$ cat src/rtl/pfc_pkg.sv
package pfc_pkg;

    // Letter codes: 0 is a, 25 is z.
    localparam int          ALPHA_SIZE  = 26;
    localparam int          SQ_CELLS    = 25;
    localparam logic [4:0]  LETTERS     = 5'd26;
    localparam logic [4:0]  LAST_LETTER = 5'd25;
    localparam logic [4:0]  LETTER_I    = 5'd8;
    localparam logic [4:0]  LETTER_J    = 5'd9;

    // Row and column coordinates of the 5x5 square.
    localparam logic [2:0]  LAST_IDX    = 3'd4;
    localparam logic [2:0]  FULL_ROW    = 3'd5;

    // Item modes.
    localparam logic [1:0]  MODE_KEY    = 2'd0;
    localparam logic [1:0]  MODE_FILL   = 2'd1;
    localparam logic [1:0]  MODE_ENC    = 2'd2;

    typedef logic [2:0] t_coord;

    typedef struct packed {
        t_coord row;
        t_coord col;
    } t_rc;

    typedef struct packed {
        logic [1:0] mode;
        logic [4:0] letter_first;
        logic [4:0] letter_second;
    } t_in_item;

    typedef struct packed {
        logic [4:0] cipher_first;
        logic [4:0] cipher_second;
        logic       status;
    } t_out_item;

    typedef enum logic [1:0] {
        ST_IDLE,
        ST_FILL,
        ST_LOOK,
        ST_READ
    } t_state;

    typedef struct packed {
        logic key_step;
        logic fill_start;
        logic fill_step;
        logic enc_start;
        logic look;
        logic load_out;
    } t_dp_cmd;

    typedef struct packed {
        logic out_free;
        logic fill_last;
    } t_dp_stat;

    function automatic logic [4:0] fold_letter(input logic [4:0] letter);
        return (letter == LETTER_J) ? LETTER_I : letter;
    endfunction

    // Linear square position of a row and column: row * 5 + col.
    function automatic logic [4:0] rc_to_cell(input t_coord row, input t_coord col);
        logic [4:0] r5;
        r5 = {2'b00, row};
        return (r5 << 2) + r5 + {2'b00, col};
    endfunction

    function automatic t_coord wrap_inc(input t_coord c);
        return (c == LAST_IDX) ? 3'd0 : c + 3'd1;
    endfunction

endpackage

$ cat src/rtl/playfair_pair_cipher_core.sv
// Playfair pair cipher core. Each input item carries a mode. Mode 0 adds one
// key letter to the 5x5 square (j counts as i, repeats are skipped, and the
// first key letter after a completed square starts a fresh key); it gives
// no result. Mode 1 completes the square with the remaining letters in
// alphabetical order; it walks all 26 letter codes one per cycle, and the
// input stalls until the walk is done. Mode 2 enciphers a pair and gives
// one result item; an encrypt request before the square is complete, or
// with a letter code above 25, returns status 1 and zero letters. Each pair
// passes two registered memory reads in turn: the letter-to-position map,
// then the square itself; the result register is then loaded once it is
// free, and the next pair is taken in the same cycle. Mode 3 items are
// taken and dropped. The result sits in an output register, so the core
// accepts the next item while a result still waits to be taken.
module playfair_pair_cipher_core (
    input  logic                i_clk,
    input  logic                i_rst_n,
    input  logic                i_in_valid,
    output logic                o_in_stall,
    input  pfc_pkg::t_in_item   i_in_item,
    output logic                o_out_valid,
    input  logic                i_out_stall,
    output pfc_pkg::t_out_item  o_out_item
);

    // Commands from the sequencer and status back from the datapath.
    pfc_pkg::t_dp_cmd  dp_cmd;
    pfc_pkg::t_dp_stat dp_stat;

    // The sequencer decodes the mode of each accepted item and steps the
    // square walk and the two-read encrypt flow.
    pfc_ctrl u_ctrl (
        .i_clk      (i_clk),
        .i_rst_n    (i_rst_n),
        .i_in_valid (i_in_valid),
        .i_mode     (i_in_item.mode),
        .i_stat     (dp_stat),
        .o_in_stall (o_in_stall),
        .o_cmd      (dp_cmd)
    );

    // The datapath holds the square, the position map, the placed-letter
    // mask, the fill position and the result register.
    pfc_datapath u_datapath (
        .i_clk       (i_clk),
        .i_rst_n     (i_rst_n),
        .i_in_item   (i_in_item),
        .i_cmd       (dp_cmd),
        .i_out_stall (i_out_stall),
        .o_stat      (dp_stat),
        .o_out_valid (o_out_valid),
        .o_out_item  (o_out_item)
    );

endmodule

$ cat src/rtl/pfc_ctrl.sv
module pfc_ctrl (
    input  logic               i_clk,
    input  logic               i_rst_n,
    input  logic               i_in_valid,
    input  logic [1:0]         i_mode,
    input  pfc_pkg::t_dp_stat  i_stat,
    output logic               o_in_stall,
    output pfc_pkg::t_dp_cmd   o_cmd
);

    pfc_pkg::t_state r_state;
    pfc_pkg::t_state n_state;
    logic            can_take;
    logic            accept;

    always_ff @(posedge i_clk) begin
        if (!i_rst_n) begin
            r_state <= pfc_pkg::ST_IDLE;
        end else begin
            r_state <= n_state;
        end
    end

    always_comb begin
        n_state  = r_state;
        o_cmd    = '0;
        can_take = (r_state == pfc_pkg::ST_IDLE) ||
                   ((r_state == pfc_pkg::ST_READ) && i_stat.out_free);
        accept   = i_in_valid && can_take;

        unique case (r_state)
            pfc_pkg::ST_IDLE: begin
            end
            pfc_pkg::ST_FILL: begin
                o_cmd.fill_step = 1'b1;
                if (i_stat.fill_last) begin
                    n_state = pfc_pkg::ST_IDLE;
                end
            end
            pfc_pkg::ST_LOOK: begin
                o_cmd.look = 1'b1;
                n_state    = pfc_pkg::ST_READ;
            end
            pfc_pkg::ST_READ: begin
                if (i_stat.out_free) begin
                    o_cmd.load_out = 1'b1;
                    n_state        = pfc_pkg::ST_IDLE;
                end
            end
            default: begin
                n_state = pfc_pkg::ST_IDLE;
            end
        endcase

        if (accept) begin
            unique case (i_mode)
                pfc_pkg::MODE_KEY: begin
                    o_cmd.key_step = 1'b1;
                end
                pfc_pkg::MODE_FILL: begin
                    o_cmd.fill_start = 1'b1;
                    n_state          = pfc_pkg::ST_FILL;
                end
                pfc_pkg::MODE_ENC: begin
                    o_cmd.enc_start = 1'b1;
                    n_state         = pfc_pkg::ST_LOOK;
                end
                default: begin
                end
            endcase
        end

        o_in_stall = !can_take;
    end

endmodule

$ cat src/rtl/pfc_datapath.sv
module pfc_datapath (
    input  logic                i_clk,
    input  logic                i_rst_n,
    input  pfc_pkg::t_in_item   i_in_item,
    input  pfc_pkg::t_dp_cmd    i_cmd,
    input  logic                i_out_stall,
    output pfc_pkg::t_dp_stat   o_stat,
    output logic                o_out_valid,
    output pfc_pkg::t_out_item  o_out_item
);

    // Square contents by position, and the inverse map from letter to position.
    logic [4:0]      r_key_mem [pfc_pkg::SQ_CELLS];
    pfc_pkg::t_rc    r_pos_mem [pfc_pkg::ALPHA_SIZE];

    logic [pfc_pkg::ALPHA_SIZE-1:0] r_placed;
    logic [pfc_pkg::ALPHA_SIZE-1:0] n_placed;
    pfc_pkg::t_coord r_row, n_row, r_col, n_col;
    logic            r_complete, n_complete;
    logic [4:0]      r_fill_letter, n_fill_letter;
    logic            r_out_valid, n_out_valid;

    logic            r_err;
    pfc_pkg::t_rc    r_pos_a, r_pos_b;
    logic [4:0]      r_key_a, r_key_b;
    pfc_pkg::t_out_item r_out;

    logic [pfc_pkg::ALPHA_SIZE-1:0] base_map;
    pfc_pkg::t_coord base_row, base_col;
    logic            key_ok, clear_sq, place_req, place_go, out_taken;
    logic [4:0]      place_letter, place_cell, idx_a, idx_b;
    logic            a_ok, b_ok;
    pfc_pkg::t_coord oa_row, oa_col, ob_row, ob_col;

    always_comb begin
        key_ok   = i_cmd.key_step && (i_in_item.letter_first < pfc_pkg::LETTERS);
        clear_sq = key_ok && r_complete;
        base_map = clear_sq ? '0 : r_placed;
        base_row = clear_sq ? 3'd0 : r_row;
        base_col = clear_sq ? 3'd0 : r_col;

        place_letter = i_cmd.fill_step ? r_fill_letter
                                       : pfc_pkg::fold_letter(i_in_item.letter_first);
        place_req    = key_ok ||
                       (i_cmd.fill_step && (r_fill_letter != pfc_pkg::LETTER_J));
        place_go     = place_req && !base_map[place_letter] &&
                       (base_row != pfc_pkg::FULL_ROW);
        place_cell   = pfc_pkg::rc_to_cell(base_row, base_col);

        n_placed = base_map;
        n_row    = base_row;
        n_col    = base_col;
        if (place_go) begin
            n_placed[place_letter] = 1'b1;
            n_col = pfc_pkg::wrap_inc(base_col);
            if (base_col == pfc_pkg::LAST_IDX) begin
                n_row = base_row + 3'd1;
            end
        end

        n_complete = r_complete;
        if (clear_sq) begin
            n_complete = 1'b0;
        end
        if (i_cmd.fill_step && (r_fill_letter == pfc_pkg::LAST_LETTER)) begin
            n_complete = 1'b1;
        end

        n_fill_letter = r_fill_letter;
        if (i_cmd.fill_start) begin
            n_fill_letter = '0;
        end else if (i_cmd.fill_step) begin
            n_fill_letter = r_fill_letter + 5'd1;
        end

        out_taken   = r_out_valid && !i_out_stall;
        n_out_valid = i_cmd.load_out ? 1'b1 : (out_taken ? 1'b0 : r_out_valid);

        a_ok  = i_in_item.letter_first < pfc_pkg::LETTERS;
        b_ok  = i_in_item.letter_second < pfc_pkg::LETTERS;
        idx_a = a_ok ? pfc_pkg::fold_letter(i_in_item.letter_first) : 5'd0;
        idx_b = b_ok ? pfc_pkg::fold_letter(i_in_item.letter_second) : 5'd0;

        // Row rule, column rule, otherwise swap the columns of the rectangle.
        if (r_pos_a.row == r_pos_b.row) begin
            oa_row = r_pos_a.row;
            oa_col = pfc_pkg::wrap_inc(r_pos_a.col);
            ob_row = r_pos_b.row;
            ob_col = pfc_pkg::wrap_inc(r_pos_b.col);
        end else if (r_pos_a.col == r_pos_b.col) begin
            oa_row = pfc_pkg::wrap_inc(r_pos_a.row);
            oa_col = r_pos_a.col;
            ob_row = pfc_pkg::wrap_inc(r_pos_b.row);
            ob_col = r_pos_b.col;
        end else begin
            oa_row = r_pos_a.row;
            oa_col = r_pos_b.col;
            ob_row = r_pos_b.row;
            ob_col = r_pos_a.col;
        end

        o_stat.out_free  = !r_out_valid || !i_out_stall;
        o_stat.fill_last = (r_fill_letter == pfc_pkg::LAST_LETTER);
    end

    always_ff @(posedge i_clk) begin
        if (place_go) begin
            r_key_mem[place_cell]   <= place_letter;
            r_pos_mem[place_letter] <= '{row: base_row, col: base_col};
        end
        if (i_cmd.enc_start) begin
            r_err   <= !r_complete || !a_ok || !b_ok;
            r_pos_a <= r_pos_mem[idx_a];
            r_pos_b <= r_pos_mem[idx_b];
        end
        if (i_cmd.look) begin
            r_key_a <= r_key_mem[pfc_pkg::rc_to_cell(oa_row, oa_col)];
            r_key_b <= r_key_mem[pfc_pkg::rc_to_cell(ob_row, ob_col)];
        end
        if (i_cmd.load_out) begin
            if (r_err) begin
                r_out <= '{cipher_first: 5'd0, cipher_second: 5'd0, status: 1'b1};
            end else begin
                r_out <= '{cipher_first: r_key_a, cipher_second: r_key_b, status: 1'b0};
            end
        end
    end

    always_ff @(posedge i_clk) begin
        if (!i_rst_n) begin
            r_placed      <= '0;
            r_row         <= '0;
            r_col         <= '0;
            r_complete    <= 1'b0;
            r_fill_letter <= '0;
            r_out_valid   <= 1'b0;
        end else begin
            r_placed      <= n_placed;
            r_row         <= n_row;
            r_col         <= n_col;
            r_complete    <= n_complete;
            r_fill_letter <= n_fill_letter;
            r_out_valid   <= n_out_valid;
        end
    end

    assign o_out_valid = r_out_valid;
    assign o_out_item  = r_out;

`ifndef SYNTHESIS
    a_complete_full: assert property (@(posedge i_clk) disable iff (!i_rst_n)
        r_complete |-> (r_row == pfc_pkg::FULL_ROW))
        else $error("square marked complete but not full");

    a_no_j: assert property (@(posedge i_clk) disable iff (!i_rst_n)
        !r_placed[pfc_pkg::LETTER_J])
        else $error("letter j placed in the square");

    a_count_match: assert property (@(posedge i_clk) disable iff (!i_rst_n)
        $countones(r_placed) == int'(pfc_pkg::rc_to_cell(r_row, r_col)))
        else $error("placed letters disagree with fill position");

    a_no_overwrite: assert property (@(posedge i_clk) disable iff (!i_rst_n)
        i_cmd.load_out |-> !(r_out_valid && i_out_stall))
        else $error("result register loaded while holding a stalled item");
`endif

endmodule

$ cat config.mk
export PLATFORM = sky130hd
export DESIGN_NAME = playfair_pair_cipher_core
export DESIGN_NICKNAME = d
export VERILOG_FILES = /design/src/rtl/pfc_pkg.sv /design/src/rtl/playfair_pair_cipher_core.sv /design/src/rtl/pfc_ctrl.sv /design/src/rtl/pfc_datapath.sv
export SDC_FILE = /design/constraint.sdc
export NUM_CORES = 1
export LEC_CHECK = 0
export ABC_CLOCK_PERIOD_IN_PS = 8200
export BUFFER_PORTS_ARGS = -buffer_cell sky130_fd_sc_hd__buf_2
export CAP_MARGIN = 20
export CORE_MARGIN = 3
export CORE_UTILIZATION = 45
export DETAILED_ROUTE_END_ITERATION = 6
export PLACE_DENSITY_LB_ADDON = 0.15
export SYNTH_ARGS = -nofsm -noshare
export SYNTH_HDL_FRONTEND = slang
export SYNTH_SLANG_ARGS = --single-unit
$ cat constraint.sdc
create_clock -name i_clk -period 8.2 [get_ports i_clk]
set_input_delay 0.41 -clock i_clk [delete_from_list [all_inputs] [get_ports i_clk]]
set_output_delay 0.41 -clock i_clk [all_outputs]
set_load 0.1 [all_outputs]
# Yosys cells after proc, flatten, opt, wreduce, memory -nomap -nowiden
# Memory sizes are Yosys's and may differ from the RTL's. A register that Yosys moved wholly into a read port is not among the register bits.
# Cells that the tools add are included.
# word_totals
memories	2
out_inout_bits	13
mem_bits_rw	281
regBits	53
word_cells	126
# op_classes
bitwise_logic	2
add_sub_neg	13
n_lt_le_gt_ge	4
reduce_logical	27
mux	50
eq_ne	17
# mem_list
name	depth	word_bits	rd	rd_ports_with_merged_regs	write_ports	line	rtl
u_datapath.r_pos_mem	26	6	2	2	1	pfc_datapath.sv:14	pfc_pkg::t_rc r_pos_mem [pfc_pkg::ALPHA_SIZE];
u_datapath.r_key_mem	25	5	2	2	1	pfc_datapath.sv:13	logic [4:0] r_key_mem [pfc_pkg::SQ_CELLS];
# op_table
cell	count
2-to-1 mux 3 bit	18
2-to-1 mux 26 bit	2
adder 5 x 3 -> 5 bit	6
bitwise OR 26 bit	1
2-to-1 mux 5 bit	5
adder 3 x 1 -> 3 bit, second input constant	6
2-to-1 mux 1 bit	17
== test 3 bit, second input constant	5
== test 5 x 4 -> 1 bit, second input constant	2
logical AND 1 bit	10
< comparator 5 bit, second input constant	2
2-to-1 mux 2 bit	4
logical NOT 1 bit	7
== test 2 bit, second input constant	3
== test 3 bit	2
< comparator 5 x 6 -> 1 bit, second input constant	1
case mux 2 bit (3 select lines)	1
adder 5 x 1 -> 5 bit, second input constant	1
binary-select mux 1 bit (select 5 bit)	1
demux 1 bit (select 5 bit)	1
== test 5 bit, second input constant	1
greater-or-equal comparator 5 x 1 -> 1 bit, second input constant	1
logical OR 1 bit	5
!= test 5 x 4 -> 1 bit, second input constant	1
7 further kinds	10

# Logic depth before layout (Yosys ltp)
# depth
depth_word	16
ltp_mapped	17
depth_no_buf	15

# Modules after synthesis
# From an unflattened synthesis, not the netlist that was laid out.
# unflattened
hier_cells	1178
hier_area_um2	17875.9
# modules_own_cells
module	cells_per_inst	seq_area_each_um2	area_per_inst_um2	instances
pfc_datapath	1155	10239.8	17688.2	1
pfc_ctrl	23	40.0	187.7	1

# Worst setup path before layout
# Ideal clock, no wire load.
# synth_path
path_type	reg2reg
startpoint	reg u_datapath.r_out_valid (netlist: u_datapath.o_out_valid)
endpoint	mem u_datapath.r_key_mem[11][0], enable pin
required_time_ns	7.826
arrival_time_ns	6.103
synth_period_minus_slack_ns	6.477
path_stages_with_launch	15
path_slack_ns	1.723
cell_sequence	dfxtp_1 -> a21boi_0 -> a21oi_1 -> nor2b_1 -> nand4_1 -> clkbuf_1 -> nand2_1 -> inv_1 -> ha_1 -> ha_1 -> fa_1 -> xor2_1 -> clkbuf_1 -> nand2_1 -> nor3_1
# synth_via
elab_cells_between_ends	22
# synth_rtl
item	line	rtl
start: declaration	pfc_datapath.sv:21	logic r_out_valid, n_out_valid;
start signal: assignment	pfc_datapath.sv:143	r_out_valid <= n_out_valid;
logical NOT 1 bit *	pfc_datapath.sv:102	o_stat.out_free = !r_out_valid || !i_out_stall;
logical OR 1 bit *	pfc_datapath.sv:102	
logical AND 1 bit *	pfc_ctrl.sv:28	((r_state == pfc_pkg::ST_READ) && i_stat.out_free);
logical OR 1 bit *	pfc_ctrl.sv:27	can_take = (r_state == pfc_pkg::ST_IDLE) ||
logical AND 1 bit *	pfc_ctrl.sv:29	accept = i_in_valid && can_take;
2-to-1 mux 2 bit *	pfc_ctrl.sv:55	if (accept) begin
logical AND 1 bit *	pfc_datapath.sv:36	key_ok = i_cmd.key_step && (i_in_item.letter_first < pfc_pkg::LETTERS);
logical AND 1 bit *	pfc_datapath.sv:37	clear_sq = key_ok && r_complete;
2-to-1 mux 3 bit *	pfc_datapath.sv:39	base_row = clear_sq ? 3'd0 : r_row;
net u_datapath.base_row[1]	pfc_datapath.sv:29	pfc_pkg::t_coord base_row, base_col;
branches (longest 4 deep; another with adder 5 x 3 -> 5 bit)	n/a	
end: declaration	pfc_datapath.sv:13	
# Mark *: on every way through the listed nets, which the timed path passes. The select of a mux whose other input is x is not followed.

# Final worst setup path
# layout_path
startpoint	reg u_ctrl.r_state[0]
endpoint	mem u_datapath.r_key_mem[6][4], enable pin
# layout_via
elab_cells_between_ends	26
# layout_rtl
item	line	rtl
start: declaration	pfc_ctrl.sv:11	pfc_pkg::t_state r_state;
start signal: assignment	pfc_ctrl.sv:18	r_state <= pfc_pkg::ST_IDLE;
start signal: assignment	pfc_ctrl.sv:20	r_state <= n_state;
== test 2 bit	pfc_ctrl.sv:28	
logical AND 1 bit	pfc_ctrl.sv:28	
logical OR 1 bit *	pfc_ctrl.sv:27	
logical AND 1 bit *	pfc_ctrl.sv:29	
2-to-1 mux 2 bit *	pfc_ctrl.sv:55	
logical AND 1 bit *	pfc_datapath.sv:36	
logical AND 1 bit *	pfc_datapath.sv:37	
2-to-1 mux 3 bit *	pfc_datapath.sv:40	base_col = clear_sq ? 3'd0 : r_col;
net u_datapath.base_col[0]	pfc_datapath.sv:29	
adder 5 x 3 -> 5 bit *	pfc_pkg.sv:68	return (r5 << 2) + r5 + {2'b00, col};
# The timed path passes the listed nets; every way through them passes the cells marked *. The select of a mux whose other input is x is not followed.

==> flow_metrics.env <==
export IMPL_multi_input_area_um2=6930
export IMPL_drt_total_wl_um=45600
export IMPL_fin_ws_ps=2870
export IMPL_cts_resized_gates=0
export IMPL_stdcell_count=1859
export IMPL_synthesis_area_um2=17700
export IMPL_regArea_um2=10300
export IMPL_largest_net_degree_at_the_start_of_global_routing=43
export IMPL_clock_fmax_mhz=188
export IMPL_grt_antenna_before_repair=0
export IMPL_htreeDepth=2
export IMPL_crit_end_element="flip-flop"
export IMPL_layout_cell_share_with_drive_strength_beyond_1=0.190
export IMPL_detail_route_iter0_violations=1052
export IMPL_buffer_type_at_the_clock_tree_root="sky130_fd_sc_hd__clkbuf_16"
export IMPL_finalMaxSlewViolations=0
export IMPL_finalWorstPathRequiredPeriod_ps=5330
export IMPL_finish_net_count=1372
export IMPL_cts_buf_count=38
export IMPL_cellLeakagePower_uw=0.00681
export IMPL_critPathMaxStageDelay_ps=880
export IMPL_asyncSetResetFlopFracSynth=0
export IMPL_core_region_area_um2=38200
export IMPL_num_fill_cells=3235
export IMPL_num_vias=11147
export IMPL_postSynthNetCount=1357
export IMPL_worst_path_buf_inv=1
export IMPL_global_route_usage_total=0.221
export IMPL_dominantRegCellSynth="sky130_fd_sc_hd__edfxtp_1"
export IMPL_syn_to_final_growth_pct=11.9
export IMPL_worst_setup_path_type="flip-flop to flip-flop"
export IMPL_rows=71
export IMPL_first_pass_grt_wire_length_um=69300
export IMPL_worst_setup_path_start_kind="flip-flop"
export IMPL_detail_route_antenna_nets=0
export IMPL_drtPass1Iterations=5
export IMPL_placement_setup_worst_slack_ps=2030
export IMPL_synth_edf_count=315
export IMPL_critical_path_top_delay_family="simple AND/OR/NAND/NOR gates"
export IMPL_synthTopCellsByCount="sky130_fd_sc_hd__edfxtp_1 (315), sky130_fd_sc_hd__nand2_1 (187), sky130_fd_sc_hd__mux4_2 (96)"
export IMPL_ys_types=57
export IMPL_place_hpwl_um=31100
export IMPL_post_synthesis_share_of_cell_area_spent_on_full_adders_half_adders_and_majority_gates=0.0295
export IMPL_status="complete, no violations"
export IMPL_cts_tree="yes"
export IMPL_fp_dieArea_um2=41600
export IMPL_final_period_utilization=0.650
export IMPL_clock_path_buffers=3
export IMPL_metal3_wl_um=2260
export IMPL_total_power_uw=4450
export IMPL_floorplan_die_height_um=204
export IMPL_report_final_hold_viol_count=0
export IMPL_dr_wl_met2_um=21900
export IMPL_grt_pass1_vias=11020
export IMPL_yosys_register_bits=356
export IMPL_combinational_family_with_the_most_area_after_synthesis="multiplexers"
export IMPL_worst_path_depth=13
export IMPL_critPathLaunch="u_ctrl.r_state[0]"
export IMPL_crit_arrival_ps=5500
export IMPL_slew_limit_headroom=0.282
export IMPL_synth_top_area_cell="sky130_fd_sc_hd__edfxtp_1"
export IMPL_timing_hold_worst_class="primary input to flip-flop"
export IMPL_worstMarginPinSlew_ps=1080
export IMPL_endpoint="u_datapath.r_key_mem[6][4]"
export IMPL_r2r_slack_ps=2870
export IMPL_crit_reg2reg_launch="u_ctrl.r_state[0]"
export IMPL_yosys_area_top_type_share=0.536
export IMPL_die_width_um=204
export IMPL_post_synthesis_xor_xnor_area_fraction=0.00843
export IMPL_insertion_delay_ps=570
export IMPL_routed_top_layer="met4"
export IMPL_place_congestion=0.888
export IMPL_synthMostInstantiatedCell="sky130_fd_sc_hd__edfxtp_1"
export IMPL_synth_simple_area_share=0.0885
export IMPL_worst_clock_skew_ps=30.2
export IMPL_drc_errors=0
export IMPL_irDropWorstVdd_v=0.000168
export IMPL_critPathSlowestCell="sky130_fd_sc_hd__nor4_1"
export IMPL_initial_utilization=0.462
export IMPL_setup_tns_final_ps=0
export IMPL_buffer_ports_inserted=28
export IMPL_crit_required_ps=8370
export IMPL_synthesis_instances=1303
export IMPL_synthesis_area_per_instance_um2=13.5
export IMPL_dpl_cell_count=1784
export IMPL_overflow=0
export IMPL_timing_critical_path_fanout_max=28
export IMPL_critical_path_reg2reg_endpoint="u_datapath.r_key_mem[6][4]"
export IMPL_yosys_warnings=0
export IMPL_cts_sinks=356
export IMPL_drt_vias_per_instance=6.00
export IMPL_max_cap_violations=0
export IMPL_n_antenna_cell=0
export IMPL_cts_hold_fix_buffers=0
export IMPL_synth_yosys_seq_area_share=0.582
export IMPL_routedWlPerCell_um=24.5
export IMPL_rsz_0062_raised_after_global_routing="false"
export IMPL_synth_mux_area_fraction=0.186
export IMPL_worstRegToRegCells=13
export IMPL_cts_repair_timing_setup_buffer_count=0
export IMPL_most_area_consuming_cells_after_synthesis="sky130_fd_sc_hd__edfxtp_1 (54%), sky130_fd_sc_hd__mux4_2 (12%), sky130_fd_sc_hd__dfxtp_1 (4.6%), sky130_fd_sc_hd__mux2i_1 (4.6%), sky130_fd_sc_hd__nand2_1 (4.0%)"
export IMPL_pin_count=29
export IMPL_synth_compound_area_frac=0.0780
export IMPL_detail_route_wirelength_met1_um=19700
export IMPL_power_density_nw_per_um2=225
export IMPL_clk_pin_slew_ps=60
export IMPL_crit_path_cell_trace="a21boi_0 -> a21oi_1 -> nor2b_1 -> nand4_1 -> nand2_1 -> inv_1 -> ha_1 -> ha_1 -> a21o_1 -> a21oi_1 -> xnor2_1 -> nand2_1 -> nor4_1"
export IMPL_finalSetupViolations=0
==> worst min path at each step <==
stage | startpoint | end | cells after the start
after floorplan | u_datapath.r_placed[12] | u_datapath.r_placed[12] | 2
after global placement | u_datapath.r_placed[12] | u_datapath.r_placed[12] | 2
after detailed placement | u_datapath.r_placed[21] | u_datapath.r_placed[21] | 2
after CTS | i_out_stall | u_datapath.o_out_valid | 3
after global routing | i_out_stall | u_datapath.o_out_valid | 3
final | i_out_stall | u_datapath.o_out_valid | 3
==> worst reg2reg max path, delay by kind of cell (launching register included) <==
family / cells / cell delay, ps
buffers and inverters: 1 / 510
adders and majority gates: 2 / 630
xor gates and xnor gates: 1 / 210
and+or+nand+nor: 5 / 2250
AOI/OAI and AO/OA: 4 / 890
DFF: 1 / 470
==> registers in the layout, indices dropped and copies added, names as in the netlist <==
register	cells
u_datapath.r_fill_letter	5
u_datapath.r_col	3
u_ctrl.r_state	2
u_datapath.r_key_mem	125
u_datapath.r_pos_b	6
u_datapath.r_row	3
u_datapath.r_key_a	5
u_datapath.r_placed	26
u_datapath.o_out_valid	1
u_datapath.r_pos_a	6
u_datapath.o_out_item	11
u_datapath.r_complete	1
u_datapath.r_err	1
u_datapath.r_pos_mem	156
u_datapath.r_key_b	5
==> layout make-up <==
class,count,area share
Inverter,42,0.00798
Clock inverter,25,0.0160
Tap cell,511,0.0324
Sequential cell,356,0.521
Timing Repair Buffer,54,0.0215
Multi-Input combinational cell,826,0.351
Clock buffer,45,0.0506
==> layout by cell type (no fill, tap or decap), types with 9 or more instances in the layout <==
cell / netlist / layout
sky130_fd_sc_hd__mux2_2: 28 / 28
sky130_fd_sc_hd__clkbuf_16: 0 / 39
sky130_fd_sc_hd__nor2_1: 64 / 63
sky130_fd_sc_hd__a311oi_1: 12 / 12
sky130_fd_sc_hd__mux2i_1: 81 / 81
sky130_fd_sc_hd__inv_1: 40 / 40
sky130_fd_sc_hd__nor3_1: 21 / 21
sky130_fd_sc_hd__o21ai_0: 46 / 45
sky130_fd_sc_hd__edfxtp_1: 315 / 315
sky130_fd_sc_hd__nand2_1: 187 / 187
sky130_fd_sc_hd__buf_4: 2 / 20
sky130_fd_sc_hd__nand3_1: 19 / 19
sky130_fd_sc_hd__a21oi_1: 48 / 48
sky130_fd_sc_hd__ha_1: 32 / 30
sky130_fd_sc_hd__a31oi_1: 11 / 11
sky130_fd_sc_hd__o211ai_1: 13 / 13
sky130_fd_sc_hd__o21ai_1: 22 / 22
sky130_fd_sc_hd__a211oi_1: 9 / 9
sky130_fd_sc_hd__nor2b_1: 14 / 14
sky130_fd_sc_hd__mux4_2: 96 / 96
sky130_fd_sc_hd__xor2_1: 9 / 9
sky130_fd_sc_hd__dfxtp_1: 41 / 41
sky130_fd_sc_hd__buf_2: 12 / 29
==> per-layer routing <==
layer / global-route usage / vias up
met4: 0.0890 / 0
met2: 0.361 / 362
met1: 0.304 / 5626
met5: 0 / -
met3: 0.0279 / 86
li1: - / 5073
==> kinds of logic (layout without fill, tap and decap cells) <==
kind of cell    count (synthesis)  count (layout)
compound gates                215             215
buf+inv                       121             166
mux                           205             205
xor+xnor                       17              17
simple gates                  351             351
fa+ha+maj                      38              38
flops                         356             356
==> power by group <==
part | switching, uW | leakage [uW] | internal [uW] | total [uW]
Combinational | 393 | 0.00301 | 268 | 661
Sequential | 10.1 | 0.00317 | 2000 | 2010
Clock | 710 | 0.000628 | 1070 | 1780
==> per-stage QoR <==
stage / area, um^2 / hold WS, ps / util
final: 19700 / 118 / 0.517
after global routing: 19700 / 152 / 0.517
after CTS: 19600 / 90.4 / 0.514
after detailed placement: 18300 / 441 / 0.480
after global placement: 18300 / 433 / 0.479
after floorplan: 17700 / 424 / -
Note: power is estimated with default switching activity, not from simulation.
